`src/riq_pkg.sv`:
```
package riq_pkg;

  localparam int MAX_COLS = 32;
  localparam int COL_W = $clog2(MAX_COLS);
  localparam int CNT_W = COL_W + 1;
  localparam int CFG_IDX_W = 1;

  localparam logic [CFG_IDX_W-1:0] CFG_THRESH = 1'b0;
  localparam logic [CFG_IDX_W-1:0] CFG_ROWLEN = 1'b1;

  localparam logic [CNT_W-1:0] ROWLEN_RESET = CNT_W'(MAX_COLS);

  localparam logic [31:0] FLOOR_BITS = 32'h322B_CC77;
  localparam logic [31:0] SEVEN_BITS = 32'h40E0_0000;
  localparam logic [14:0] HALF_INF = 15'h7C00;
  localparam logic [23:0] HALF_RND = 24'h00_1000;

  typedef enum logic [1:0] {
    KIND_SCALE = 2'd0,
    KIND_BYTE  = 2'd1,
    KIND_OUTL  = 2'd2
  } kind_t;

  typedef struct packed {
    logic             st_we;
    logic [COL_W-1:0] st_addr;
    logic             rd_en;
    logic [COL_W-1:0] idx;
    logic             scan;
    logic             scan_clr;
    logic             div_scale;
    logic             div_inv;
    logic             mul;
    logic             qnt;
    logic             emit;
    kind_t            emit_kind;
    logic             emit_last;
    logic             row_done;
  } cmd_t;

  typedef struct packed {
    logic div_done;
    logic out_free;
    logic outl_flag;
  } sts_t;

  function automatic logic [15:0] half_from_single(input logic [31:0] u);
    logic              sgn;
    logic [22:0]       man;
    logic [23:0]       man24;
    logic signed [9:0] e;
    logic [4:0]        sh;
    logic [10:0]       rnd;
    logic [15:0]       r;
    sgn = u[31];
    man = u[22:0];
    man24 = {1'b1, man};
    e = $signed({2'b00, u[30:23]}) - 10'sd112;
    sh = '0;
    rnd = '0;
    if (e < -10'sd10) begin
      r = {sgn, 15'h0000};
    end else if (e <= 10'sd0) begin
      sh = 5'(10'sd14 - e);
      r = {sgn, 5'h00, 10'(man24 >> sh)};
    end else if (e >= 10'sd31) begin
      r = {sgn, HALF_INF};
    end else begin
      rnd = 11'(({1'b0, man} + HALF_RND) >> 13);
      r = {sgn, 15'({e[4:0], 10'h000} + {4'h0, rnd})};
    end
    return r;
  endfunction

endpackage

```
`src/riq_fdiv.sv`:
```
module riq_fdiv
  import riq_pkg::*;
(
  input  logic        clk,
  input  logic        rst_n,
  input  logic        start,
  input  logic [31:0] a,
  input  logic [31:0] b,
  output logic [31:0] q,
  output logic        done
);

  typedef enum logic [1:0] {
    SP_NORM,
    SP_INF,
    SP_ZERO
  } spec_t;

  logic        busy_r, fin_r, done_r;
  logic [4:0]  cnt_r;
  logic [25:0] rem_r;
  logic [24:0] quo_r;
  logic [23:0] den_r;
  logic [9:0]  exp_r;
  spec_t       spec_r;
  logic [31:0] res_r;

  logic [23:0] ma, mb;
  logic        lt;
  logic        ge;
  logic [25:0] diff;
  logic [23:0] m_pre;
  logic [24:0] m_rnd;
  logic        inc;
  logic [9:0]  e_fin;
  logic [22:0] m_fin;

  assign ma = {1'b1, a[22:0]};
  assign mb = {1'b1, b[22:0]};
  assign lt = ma < mb;
  assign ge = rem_r >= {2'b00, den_r};
  assign diff = ge ? rem_r - {2'b00, den_r} : rem_r;

  assign m_pre = quo_r[24:1];
  assign inc = quo_r[0] & ((rem_r != '0) | m_pre[0]);
  assign m_rnd = {1'b0, m_pre} + {24'h0, inc};
  assign e_fin = m_rnd[24] ? exp_r + 10'd1 : exp_r;
  assign m_fin = m_rnd[24] ? 23'h0 : m_rnd[22:0];

  always_ff @(posedge clk) begin
    if (!rst_n) begin
      busy_r <= 1'b0;
      fin_r <= 1'b0;
      done_r <= 1'b0;
      cnt_r <= '0;
    end else begin
      done_r <= fin_r;
      fin_r <= 1'b0;
      if (start) begin
        busy_r <= 1'b1;
        cnt_r <= '0;
      end else if (busy_r) begin
        cnt_r <= cnt_r + 5'd1;
        if (cnt_r == 5'd24) begin
          busy_r <= 1'b0;
          fin_r <= 1'b1;
        end
      end
    end
  end

  always_ff @(posedge clk) begin
    if (start) begin
      den_r <= mb;
      rem_r <= lt ? {1'b0, ma, 1'b0} : {2'b00, ma};
      exp_r <= {2'b00, a[30:23]} - {2'b00, b[30:23]} + 10'd127 - {9'h0, lt};
      quo_r <= '0;
      if (&a[30:23]) begin
        spec_r <= SP_INF;
      end else if (&b[30:23]) begin
        spec_r <= SP_ZERO;
      end else begin
        spec_r <= SP_NORM;
      end
    end else if (busy_r) begin
      quo_r <= {quo_r[23:0], ge};
      rem_r <= {diff[24:0], 1'b0};
    end
    if (fin_r) begin
      unique case (spec_r)
        SP_INF:  res_r <= 32'h7F80_0000;
        SP_ZERO: res_r <= 32'h0000_0000;
        default: res_r <= {1'b0, e_fin[7:0], m_fin};
      endcase
    end
  end

  assign q = res_r;
  assign done = done_r;

endmodule

```
`src/riq_dpath.sv`:
```
module riq_dpath
  import riq_pkg::*;
(
  input  logic                 clk,
  input  logic                 rst_n,
  input  cmd_t                 cmd,
  output sts_t                 sts,
  input  logic [31:0]          in_sample,
  input  logic                 cfg_we,
  input  logic [CFG_IDX_W-1:0] cfg_addr,
  input  logic [31:0]          cfg_wdata,
  input  logic                 out_ready,
  output logic                 out_valid,
  output kind_t                out_kind,
  output logic [31:0]          out_row,
  output logic [COL_W-1:0]     out_col,
  output logic [15:0]          out_payload,
  output logic                 out_last
);

  typedef enum logic [1:0] {
    PC_ZERO,
    PC_CLAMP,
    PC_NORM
  } pcls_t;

  logic [31:0] store_r [MAX_COLS];
  logic [31:0] rd_data_r;
  logic [31:0] thr_r;
  logic [31:0] max_r, peak_r;
  logic [MAX_COLS-1:0] outl_r;
  logic        scan_d_r;
  logic [COL_W-1:0] idx_d_r;
  logic [31:0] row_cnt_r;
  logic [7:0]  byte_r;

  logic        mul_sign_r;
  logic [47:0] mul_p_r;
  logic [9:0]  mul_e_r;
  pcls_t       mul_cls_r;

  logic        out_valid_r;
  kind_t       out_kind_r;
  logic [31:0] out_row_r;
  logic [COL_W-1:0] out_col_r;
  logic [15:0] out_payload_r;
  logic        out_last_r;

  logic        detect;
  logic [31:0] a_mag;
  logic        a_nan, is_outl;
  logic [31:0] floored;
  logic        div_start, div_done;
  logic [31:0] div_a, div_b, div_q;

  logic        x_nan, x_inf, x_small, i_zero;
  pcls_t       cls_nxt;

  logic        p_hi, g_bit, s_bit, inc;
  logic [23:0] m_pre, m_fin;
  logic [24:0] m_rnd;
  logic signed [9:0] e1, e2;
  logic [3:0]  nmag, nib;
  logic        big;

  logic        out_free;
  logic [15:0] emit_payload;
  logic [COL_W-1:0] emit_col;

  assign detect = !thr_r[31] && (thr_r[30:0] != '0) &&
                  !((&thr_r[30:23]) && (thr_r[22:0] != '0));
  assign a_mag = {1'b0, rd_data_r[30:0]};
  assign a_nan = (&rd_data_r[30:23]) && (rd_data_r[22:0] != '0);
  assign is_outl = detect && !a_nan && (a_mag > thr_r);
  assign floored = (max_r < FLOOR_BITS) ? FLOOR_BITS : max_r;

  assign div_start = cmd.div_scale | cmd.div_inv;
  assign div_a = cmd.div_scale ? floored : SEVEN_BITS;
  assign div_b = cmd.div_scale ? SEVEN_BITS : peak_r;

  riq_fdiv u_fdiv (
    .clk   (clk),
    .rst_n (rst_n),
    .start (div_start),
    .a     (div_a),
    .b     (div_b),
    .q     (div_q),
    .done  (div_done)
  );

  always_ff @(posedge clk) begin
    if (cmd.st_we) begin
      store_r[cmd.st_addr] <= in_sample;
    end
    if (cmd.rd_en) begin
      rd_data_r <= store_r[cmd.idx];
    end
  end

  always_ff @(posedge clk) begin
    if (!rst_n) begin
      thr_r <= '0;
      max_r <= '0;
      peak_r <= '0;
      scan_d_r <= 1'b0;
      row_cnt_r <= '0;
    end else begin
      if (cfg_we && cfg_addr == CFG_THRESH) begin
        thr_r <= cfg_wdata;
      end
      scan_d_r <= cmd.scan;
      if (cmd.scan_clr) begin
        max_r <= '0;
      end else if (scan_d_r && !is_outl && !a_nan && a_mag > max_r) begin
        max_r <= a_mag;
      end
      if (cmd.div_scale) begin
        peak_r <= floored;
      end
      if (cmd.row_done) begin
        row_cnt_r <= row_cnt_r + 32'd1;
      end
    end
  end

  always_ff @(posedge clk) begin
    idx_d_r <= cmd.idx;
    if (scan_d_r) begin
      outl_r[idx_d_r] <= is_outl;
    end
  end

  assign x_nan = (&rd_data_r[30:23]) && (rd_data_r[22:0] != '0);
  assign x_inf = (&rd_data_r[30:23]) && (rd_data_r[22:0] == '0);
  assign x_small = rd_data_r[30:23] == '0;
  assign i_zero = div_q[30:0] == '0;

  always_comb begin
    if (x_nan) begin
      cls_nxt = PC_ZERO;
    end else if (x_inf) begin
      cls_nxt = i_zero ? PC_ZERO : PC_CLAMP;
    end else if (x_small || i_zero) begin
      cls_nxt = PC_ZERO;
    end else begin
      cls_nxt = PC_NORM;
    end
  end

  always_ff @(posedge clk) begin
    if (cmd.mul) begin
      mul_sign_r <= rd_data_r[31];
      mul_p_r <= {1'b1, rd_data_r[22:0]} * {1'b1, div_q[22:0]};
      mul_e_r <= {2'b00, rd_data_r[30:23]} + {2'b00, div_q[30:23]} - 10'd254;
      mul_cls_r <= cls_nxt;
    end
  end

  assign p_hi = mul_p_r[47];
  assign m_pre = p_hi ? mul_p_r[47:24] : mul_p_r[46:23];
  assign g_bit = p_hi ? mul_p_r[23] : mul_p_r[22];
  assign s_bit = p_hi ? (mul_p_r[22:0] != '0) : (mul_p_r[21:0] != '0);
  assign inc = g_bit & (s_bit | m_pre[0]);
  assign m_rnd = {1'b0, m_pre} + {24'h0, inc};
  assign e1 = $signed(mul_e_r) + $signed({9'h0, p_hi});
  assign e2 = m_rnd[24] ? e1 + 10'sd1 : e1;
  assign m_fin = m_rnd[24] ? 24'h80_0000 : m_rnd[23:0];
  assign big = e2 >= 10'sd3;

  always_comb begin
    if (e2 == -10'sd1) begin
      nmag = 4'd1;
    end else if (e2 == 10'sd0) begin
      nmag = 4'd1 + {3'h0, m_fin[22]};
    end else if (e2 == 10'sd1) begin
      nmag = {2'h0, m_fin[23:22]} + {3'h0, m_fin[21]};
    end else if (e2 == 10'sd2) begin
      nmag = {1'b0, m_fin[23:21]} + {3'h0, m_fin[20]};
    end else begin
      nmag = 4'd0;
    end
    if (mul_cls_r == PC_ZERO) begin
      nib = 4'h0;
    end else if (mul_cls_r == PC_CLAMP || big) begin
      nib = mul_sign_r ? 4'h8 : 4'h7;
    end else if (mul_sign_r) begin
      nib = 4'h0 - nmag;
    end else begin
      nib = (nmag >= 4'd7) ? 4'h7 : nmag;
    end
  end

  always_ff @(posedge clk) begin
    if (cmd.qnt) begin
      if (cmd.idx[0]) begin
        byte_r <= {outl_r[cmd.idx] ? 4'h0 : nib, byte_r[3:0]};
      end else begin
        byte_r <= {4'h0, outl_r[cmd.idx] ? 4'h0 : nib};
      end
    end
  end

  assign out_free = !out_valid_r || out_ready;

  always_comb begin
    unique case (cmd.emit_kind)
      KIND_SCALE: begin
        emit_payload = half_from_single(div_q);
        emit_col = '0;
      end
      KIND_OUTL: begin
        emit_payload = half_from_single(rd_data_r);
        emit_col = cmd.idx;
      end
      default: begin
        emit_payload = {8'h00, byte_r};
        emit_col = {cmd.idx[COL_W-1:1], 1'b0};
      end
    endcase
  end

  always_ff @(posedge clk) begin
    if (!rst_n) begin
      out_valid_r <= 1'b0;
    end else if (cmd.emit) begin
      out_valid_r <= 1'b1;
    end else if (out_ready) begin
      out_valid_r <= 1'b0;
    end
  end

  always_ff @(posedge clk) begin
    if (cmd.emit) begin
      out_kind_r <= cmd.emit_kind;
      out_row_r <= row_cnt_r;
      out_col_r <= emit_col;
      out_payload_r <= emit_payload;
      out_last_r <= cmd.emit_last;
    end
  end

  assign sts.div_done = div_done;
  assign sts.out_free = out_free;
  assign sts.outl_flag = outl_r[cmd.idx];

  assign out_valid = out_valid_r;
  assign out_kind = out_kind_r;
  assign out_row = out_row_r;
  assign out_col = out_col_r;
  assign out_payload = out_payload_r;
  assign out_last = out_last_r;

endmodule

```
`src/riq_ctrl.sv`:
```
module riq_ctrl
  import riq_pkg::*;
(
  input  logic                 clk,
  input  logic                 rst_n,
  input  logic                 in_valid,
  output logic                 in_ready,
  input  logic                 cfg_we,
  input  logic [CFG_IDX_W-1:0] cfg_addr,
  input  logic [31:0]          cfg_wdata,
  input  sts_t                 sts,
  output cmd_t                 cmd
);

  typedef enum logic [3:0] {
    S_IDLE,
    S_SCAN,
    S_SCAN_END,
    S_DIV_SCALE,
    S_WAIT_SCALE,
    S_EMIT_SCALE,
    S_DIV_INV,
    S_WAIT_INV,
    S_OUTL_CHK,
    S_OUTL_EMIT,
    S_BYTE_RD,
    S_BYTE_MUL,
    S_BYTE_QNT,
    S_BYTE_EMIT
  } state_t;

  state_t           state_r, state_nxt;
  logic [CNT_W-1:0] col_cnt_r, col_cnt_nxt;
  logic [COL_W-1:0] idx_r, idx_nxt;
  logic [CNT_W-1:0] len_r;
  logic [CNT_W-1:0] len_eff;
  logic [COL_W-1:0] last_idx;
  logic             at_last;
  logic [CNT_W-1:0] col_inc;

  always_comb begin
    if (len_r == '0) begin
      len_eff = CNT_W'(1);
    end else if (len_r > CNT_W'(MAX_COLS)) begin
      len_eff = CNT_W'(MAX_COLS);
    end else begin
      len_eff = len_r;
    end
  end

  assign last_idx = COL_W'(len_eff - CNT_W'(1));
  assign at_last = idx_r == last_idx;
  assign col_inc = col_cnt_r + CNT_W'(1);
  assign in_ready = state_r == S_IDLE;

  always_comb begin
    state_nxt = state_r;
    col_cnt_nxt = col_cnt_r;
    idx_nxt = idx_r;
    cmd = '0;
    cmd.idx = idx_r;
    cmd.st_addr = col_cnt_r[COL_W-1:0];
    cmd.emit_kind = KIND_SCALE;
    unique case (state_r)
      S_IDLE: begin
        if (in_valid) begin
          cmd.st_we = !col_cnt_r[CNT_W-1];
          if (col_inc >= len_eff) begin
            col_cnt_nxt = '0;
            idx_nxt = '0;
            cmd.scan_clr = 1'b1;
            state_nxt = S_SCAN;
          end else begin
            col_cnt_nxt = col_inc;
          end
        end
      end
      S_SCAN: begin
        cmd.rd_en = 1'b1;
        cmd.scan = 1'b1;
        if (at_last) begin
          state_nxt = S_SCAN_END;
        end else begin
          idx_nxt = idx_r + COL_W'(1);
        end
      end
      S_SCAN_END: state_nxt = S_DIV_SCALE;
      S_DIV_SCALE: begin
        cmd.div_scale = 1'b1;
        state_nxt = S_WAIT_SCALE;
      end
      S_WAIT_SCALE: begin
        if (sts.div_done) begin
          state_nxt = S_EMIT_SCALE;
        end
      end
      S_EMIT_SCALE: begin
        if (sts.out_free) begin
          cmd.emit = 1'b1;
          state_nxt = S_DIV_INV;
        end
      end
      S_DIV_INV: begin
        cmd.div_inv = 1'b1;
        state_nxt = S_WAIT_INV;
      end
      S_WAIT_INV: begin
        if (sts.div_done) begin
          idx_nxt = '0;
          state_nxt = S_OUTL_CHK;
        end
      end
      S_OUTL_CHK: begin
        if (sts.outl_flag) begin
          cmd.rd_en = 1'b1;
          state_nxt = S_OUTL_EMIT;
        end else if (at_last) begin
          idx_nxt = '0;
          state_nxt = S_BYTE_RD;
        end else begin
          idx_nxt = idx_r + COL_W'(1);
        end
      end
      S_OUTL_EMIT: begin
        cmd.emit_kind = KIND_OUTL;
        if (sts.out_free) begin
          cmd.emit = 1'b1;
          if (at_last) begin
            idx_nxt = '0;
            state_nxt = S_BYTE_RD;
          end else begin
            idx_nxt = idx_r + COL_W'(1);
            state_nxt = S_OUTL_CHK;
          end
        end
      end
      S_BYTE_RD: begin
        cmd.rd_en = 1'b1;
        state_nxt = S_BYTE_MUL;
      end
      S_BYTE_MUL: begin
        cmd.mul = 1'b1;
        state_nxt = S_BYTE_QNT;
      end
      S_BYTE_QNT: begin
        cmd.qnt = 1'b1;
        if (idx_r[0] || at_last) begin
          state_nxt = S_BYTE_EMIT;
        end else begin
          idx_nxt = idx_r + COL_W'(1);
          state_nxt = S_BYTE_RD;
        end
      end
      S_BYTE_EMIT: begin
        cmd.emit_kind = KIND_BYTE;
        cmd.emit_last = at_last;
        if (sts.out_free) begin
          cmd.emit = 1'b1;
          if (at_last) begin
            cmd.row_done = 1'b1;
            state_nxt = S_IDLE;
          end else begin
            idx_nxt = idx_r + COL_W'(1);
            state_nxt = S_BYTE_RD;
          end
        end
      end
      default: state_nxt = S_IDLE;
    endcase
  end

  always_ff @(posedge clk) begin
    if (!rst_n) begin
      state_r <= S_IDLE;
      col_cnt_r <= '0;
      idx_r <= '0;
      len_r <= ROWLEN_RESET;
    end else begin
      state_r <= state_nxt;
      col_cnt_r <= col_cnt_nxt;
      idx_r <= idx_nxt;
      if (cfg_we && cfg_addr == CFG_ROWLEN) begin
        len_r <= cfg_wdata[CNT_W-1:0];
      end
    end
  end

endmodule

```
`src/rowwise_int4_quantizer_unit.sv`:
```
// Row-wise int4 quantizer. Each request on the in_ channel carries one fp32 value;
// values are buffered until a row of row_length values is complete.
// After the last value of a row the out_ channel returns, in order: one scale
// request (fp16 absmax / 7), one request per outlier in column order (fp16
// value), and one request per packed nibble byte, the last of which has tlast.
// The cfg_ port writes register 0 (outlier threshold, fp32 bits) and
// register 1 (row length) and may only be used while the block is idle.
// Input values are taken one per cycle while a row is filling; in_tready is low
// while a finished row is being processed. A row then goes through a magnitude
// scan, two fp32 divides on the shared divider, a check per column plus an emit
// per outlier, and a read, multiply and round sequence per column plus a byte
// request per column pair. Results sit in a single output register; when the
// receiver stalls, the sequencer waits and resumes without loss. Reset clears
// the row and column counters, sets the row length to 32 and the threshold to
// zero.
module rowwise_int4_quantizer_unit
  import riq_pkg::*;
(
  input  logic                 clk,
  input  logic                 rst_n,
  input  logic                 in_tvalid,
  output logic                 in_tready,
  input  logic [31:0]          in_tdata,   // [31:0] sample_bits
  output logic                 out_tvalid,
  input  logic                 out_tready,
  output logic [55:0]          out_tdata,  // [31:0] row_index, [36:32] col_index,
                                           // [52:37] payload, [55:53] zero
  output logic [1:0]           out_tuser,  // [1:0] kind
  output logic                 out_tlast,
  input  logic                 cfg_we,
  input  logic [CFG_IDX_W-1:0] cfg_addr,
  input  logic [31:0]          cfg_wdata
);

  cmd_t             cmd;
  sts_t             sts;
  kind_t            out_kind;
  logic [31:0]      out_row;
  logic [COL_W-1:0] out_col;
  logic [15:0]      out_payload;

  riq_ctrl u_ctrl (
    .clk       (clk),
    .rst_n     (rst_n),
    .in_valid  (in_tvalid),
    .in_ready  (in_tready),
    .cfg_we    (cfg_we),
    .cfg_addr  (cfg_addr),
    .cfg_wdata (cfg_wdata),
    .sts       (sts),
    .cmd       (cmd)
  );

  riq_dpath u_dpath (
    .clk         (clk),
    .rst_n       (rst_n),
    .cmd         (cmd),
    .sts         (sts),
    .in_sample   (in_tdata),
    .cfg_we      (cfg_we),
    .cfg_addr    (cfg_addr),
    .cfg_wdata   (cfg_wdata),
    .out_ready   (out_tready),
    .out_valid   (out_tvalid),
    .out_kind    (out_kind),
    .out_row     (out_row),
    .out_col     (out_col),
    .out_payload (out_payload),
    .out_last    (out_tlast)
  );

  assign out_tdata = {3'b000, out_payload, out_col, out_row};
  assign out_tuser = out_kind;

endmodule

```
`config.mk`:
```
export PLATFORM = sky130hd
export DESIGN_NAME = rowwise_int4_quantizer_unit
export DESIGN_NICKNAME = d
export VERILOG_FILES = /design/src/riq_pkg.sv /design/src/riq_fdiv.sv /design/src/riq_dpath.sv /design/src/riq_ctrl.sv /design/src/rowwise_int4_quantizer_unit.sv
export SDC_FILE = /design/constraint.sdc
export NUM_CORES = 2
export LEC_CHECK = 0
export BUFFER_PORTS_ARGS = -buffer_cell sky130_fd_sc_hd__buf_4
export CORE_UTILIZATION = 56
export DETAILED_ROUTE_END_ITERATION = 16
export HOLD_SLACK_MARGIN = 0.02
export PLACE_DENSITY = 0.75
export SLEW_MARGIN = 25
export SYNTH_ARGS = -nofsm -noshare
export SYNTH_HDL_FRONTEND = slang
export SYNTH_SLANG_ARGS = --single-unit
```
`constraint.sdc`:
```
create_clock -name clk -period 16.89 [get_ports clk]
set_input_delay 3.378 -clock clk [delete_from_list [all_inputs] [get_ports clk]]
set_output_delay 3.378 -clock clk [all_outputs]
set_load 0.005 [all_outputs]
```
==> metrics.cfg <==
[timing]
rsz0062_at_grt=no
fin_setup_tns_ns=0
maxSlewHeadroom_pct=25.1
finalHoldViolCount=0
fmax_ghz=0.111
period_minus_slack_ns=9.01
clock_skew_ns=0.0680
tightest_slew_ns=1.12
drv_slew=0
timing.final.crit_share_pct=53.4
finalSetupViolCount=0

[power_and_ir_drop]
powerDensity_nw_per_um2=114
vdd.ir_drop.worst_uv=157
finalPower_w=0.0103
leakage_nw=33.5

[cts]
htree_levels=4
cts.path.max_buffers=3
cts_setup_buffers=0
cts_tree=built
cts-hold-fix-buffers=0
post_cts_resized=0
cts_buffers=147
cts_root_buffer=clkbuf_16
insertion_delay_ns=0.81
path_clk_slew_ns=0.06
numClockSinks=1468

[global_routing]
grt_pass1_vias=52800
grt_use_met3_pct=6.40
met2_usage_pct=48.4
grt_pass1_wl_mm=334
antenna_found_initial=5
top_usage_layer=met2
grt_overflow=0
grt_use_met1_pct=40.3
grt_start_max_net_pins=109
grt_use_total_pct=30.4

[layout]
area_growth_pct=9.74
layout.nets=7188
final_cell_mix=edfxtp_1 (1281), inv_1 (685), nand2_1 (514)
final_layout_size_suffix_gt1_share_pct=14.4
final_common_cell=edfxtp_1

[detailed_routing]
vias=52400
drtPass1Iterations=6
viasPerCell=6.29
wirelength_mm=225
ant_nets=0
detail_route.wl_per_cell_microns=27.0
drc_errors=0
dr.first_iter.drc_count=6192

[min_path]
hp-start=u_dpath.peak_r[30]
holdPathStages=2
min_to=u_dpath.peak_r[30]
hold_path_class=register to register

[logic_synthesis]
synth_area_sq_um=82600
synth_cell_types=89
yosysSeqAreaShare_pct=51.1
syn_area_per_cell_sq_um=13.2
async_reset_ff_share_pct=0
synth_top_cell_by_area=edfxtp_1
yosysTopAreaCellShare_pct=46.6
yosys_warnings=0
ys_top_cells_by_area=edfxtp_1 (47%), fa_1 (12%), mux4_2 (9.4%), ha_1 (5.0%), dfxtp_1 (4.5%)
ys.flop_type=edfxtp_1
synthCells=6251
synth-seq-cells=1468
synth_edf_count=1281

[critical_path]
endpoint_kind=register
cpMaxStageDelayCell=edfxtp_1
critical_path_buf_inv_count=3
worstReg2RegStart=u_dpath.rd_data_r[0]
rr_endpoint=u_dpath.mul_p_r[47]
path_class=register to register
r2r_slack_ns=7.88
arrival_ns=9.57
crit_path_start_kind=register
path_max_fanout=19
cp_common_cell=fa_1
path_cells=clkinv_1 > fa_1 > fa_1 > fa_1 > fa_1 > fa_1 > fa_1 > fa_1 > inv_1 > ha_1 > nand2_1 > o21ai_0 > a21oi_1 > o31ai_1 > buf_4 > a21oi_1 > a311oi_1 > a311o_1 > a21oi_1 > xnor2_1
max_stage_delay_ns=1.08
critical_path.top_delay_family=adder cells
crit_required_ns=17.44
ff2ff_path_depth=20

[floorplan]
die_y_microns=386
ios=131
num_rows=140
fp.dieW_microns=386
dieArea_sq_um=149000
start_util_pct=56.5
core_region_area_sq_um=146000

[place]
gp_congestion=0.945
hpwlAfterDp_mm=137
io_buffers=127

[flow_run]
maxCapViolations=0

[status]
status=finished, final reports clean

-- state kept, by name, summed over array words and instances, names as in the netlist, 6 cells and up --
| signal | count |
|---|---|
| u_ctrl.col_cnt_r | 6 |
| u_dpath.u_fdiv.q | 31 |
| u_dpath.byte_r | 8 |
| u_dpath.u_fdiv.den_r | 23 |
| u_dpath.max_r | 31 |
| u_dpath.row_cnt_r | 32 |
| u_dpath.out_payload | 16 |
| u_dpath.rd_data_r | 32 |
| u_ctrl.len_r | 6 |
| u_dpath.thr_r | 32 |
| u_dpath.store_r | 1024 |
| u_dpath.out_row | 32 |
| u_dpath.mul_e_r | 10 |
| u_dpath.peak_r | 31 |
| u_dpath.outl_r | 32 |
| u_dpath.u_fdiv.exp_r | 8 |
| u_dpath.u_fdiv.quo_r | 25 |
| u_dpath.mul_p_r | 26 |
| u_dpath.u_fdiv.rem_r | 26 |
-- metal layers --
metal | part of all wire (%) | vias to the layer above
met4 | 4.9 | 6
met1 | 38 | 26500
met5 | 0.016 | -
li1 | - | 22300
met2 | 47 | 3010
met3 | 10 | 591
-- worst min-delay path: stages (launching register included) --
cell	delay, ns
dfxtp_1	0.31
nand2_1	0.05
a21oi_1	0.05
-- synth_stat cells, drive strengths merged (12+ instances only) --
master  number
a21o        50
nand2      514
nand3      124
mux2i       75
nor4        42
mux4       344
o21ai      156
nand4       61
and3        31
xor2        90
a21oi      254
or3         19
dfxtp      187
xnor2      100
o22ai       21
o211ai      26
nor2       365
and2       257
nand2b      14
o21bai      12
inv        692
edfxtp    1281
nor2b       40
mux2        47
ha         329
clkbuf     262
buf         74
o21a        25
a31oi       28
fa         484
a211oi      28
nor3        48
-- area by class of cell --
| class | count | area [sq um] |
|---|---|---|
| multi-input combinational | 3749 | 36800 |
| clock buffer | 203 | 4040 |
| tap | 1917 | 2400 |
| sequential | 1468 | 42200 |
| timing repair buffer | 239 | 1820 |
| inverter | 700 | 2630 |
| fill | 10600 | 55400 |
| clock inverter | 57 | 733 |
| antenna | 1 | 2.50 |
-- where the power goes --
part           internal [W]  switching [W]
clock               0.00182        0.00146
combinational       0.00123        0.00171
sequential          0.00407      0.0000406
total               0.00711        0.00321
-- kinds of logic after synthesis --
kind of cell	Yosys count	share of synthesized area [%]
adder cells (fa/ha/maj)	814	16.7
buffers and inverters	1036	4.75
flip-flops	1468	51.1
other	1	0.00454
XOR/XNOR	190	2.02
AND/OR/NAND/NOR	1575	9.16
AO/OA/AOI/OAI	701	5.31
multiplexers	466	10.9
-- how the worst max path moves through the flow --
| stage | start | to | slack [ns] | cells after the start |
|---|---|---|---|---|
| floorplan | u_dpath.rd_data_r[14] | u_dpath.mul_p_r[47] | 9.29 | 26 |
| global placement | u_dpath.rd_data_r[0] | u_dpath.mul_p_r[47] | 8.38 | 20 |
| detailed placement | u_dpath.rd_data_r[0] | u_dpath.mul_p_r[47] | 8.25 | 20 |
| CTS | u_dpath.rd_data_r[0] | u_dpath.mul_p_r[47] | 8.18 | 20 |
| global route | u_dpath.rd_data_r[0] | u_dpath.mul_p_r[47] | 7.71 | 20 |
| finish | u_dpath.rd_data_r[0] | u_dpath.mul_p_r[47] | 7.88 | 20 |
-- metrics by stage --
| step | setup WS (ns) | instance area (sq um) | hold slack [ns] | instances | util [%] |
|---|---|---|---|---|---|
| final | 7.88 | 90700 | 0.455 | 8334 | 62.1 |
| after global routing | 7.71 | 90700 | 0.465 | 8333 | 62.1 |
| after CTS | 8.18 | 90600 | 0.436 | 8333 | 62.0 |
| after detailed placement | 8.25 | 85900 | 0.441 | 8073 | 58.8 |
| after global placement | 8.38 | 85900 | 0.441 | 8073 | 58.8 |
| after floorplan | 9.29 | 82600 | 0.326 | 6253 | - |
Power figures use the tool's default switching activity.
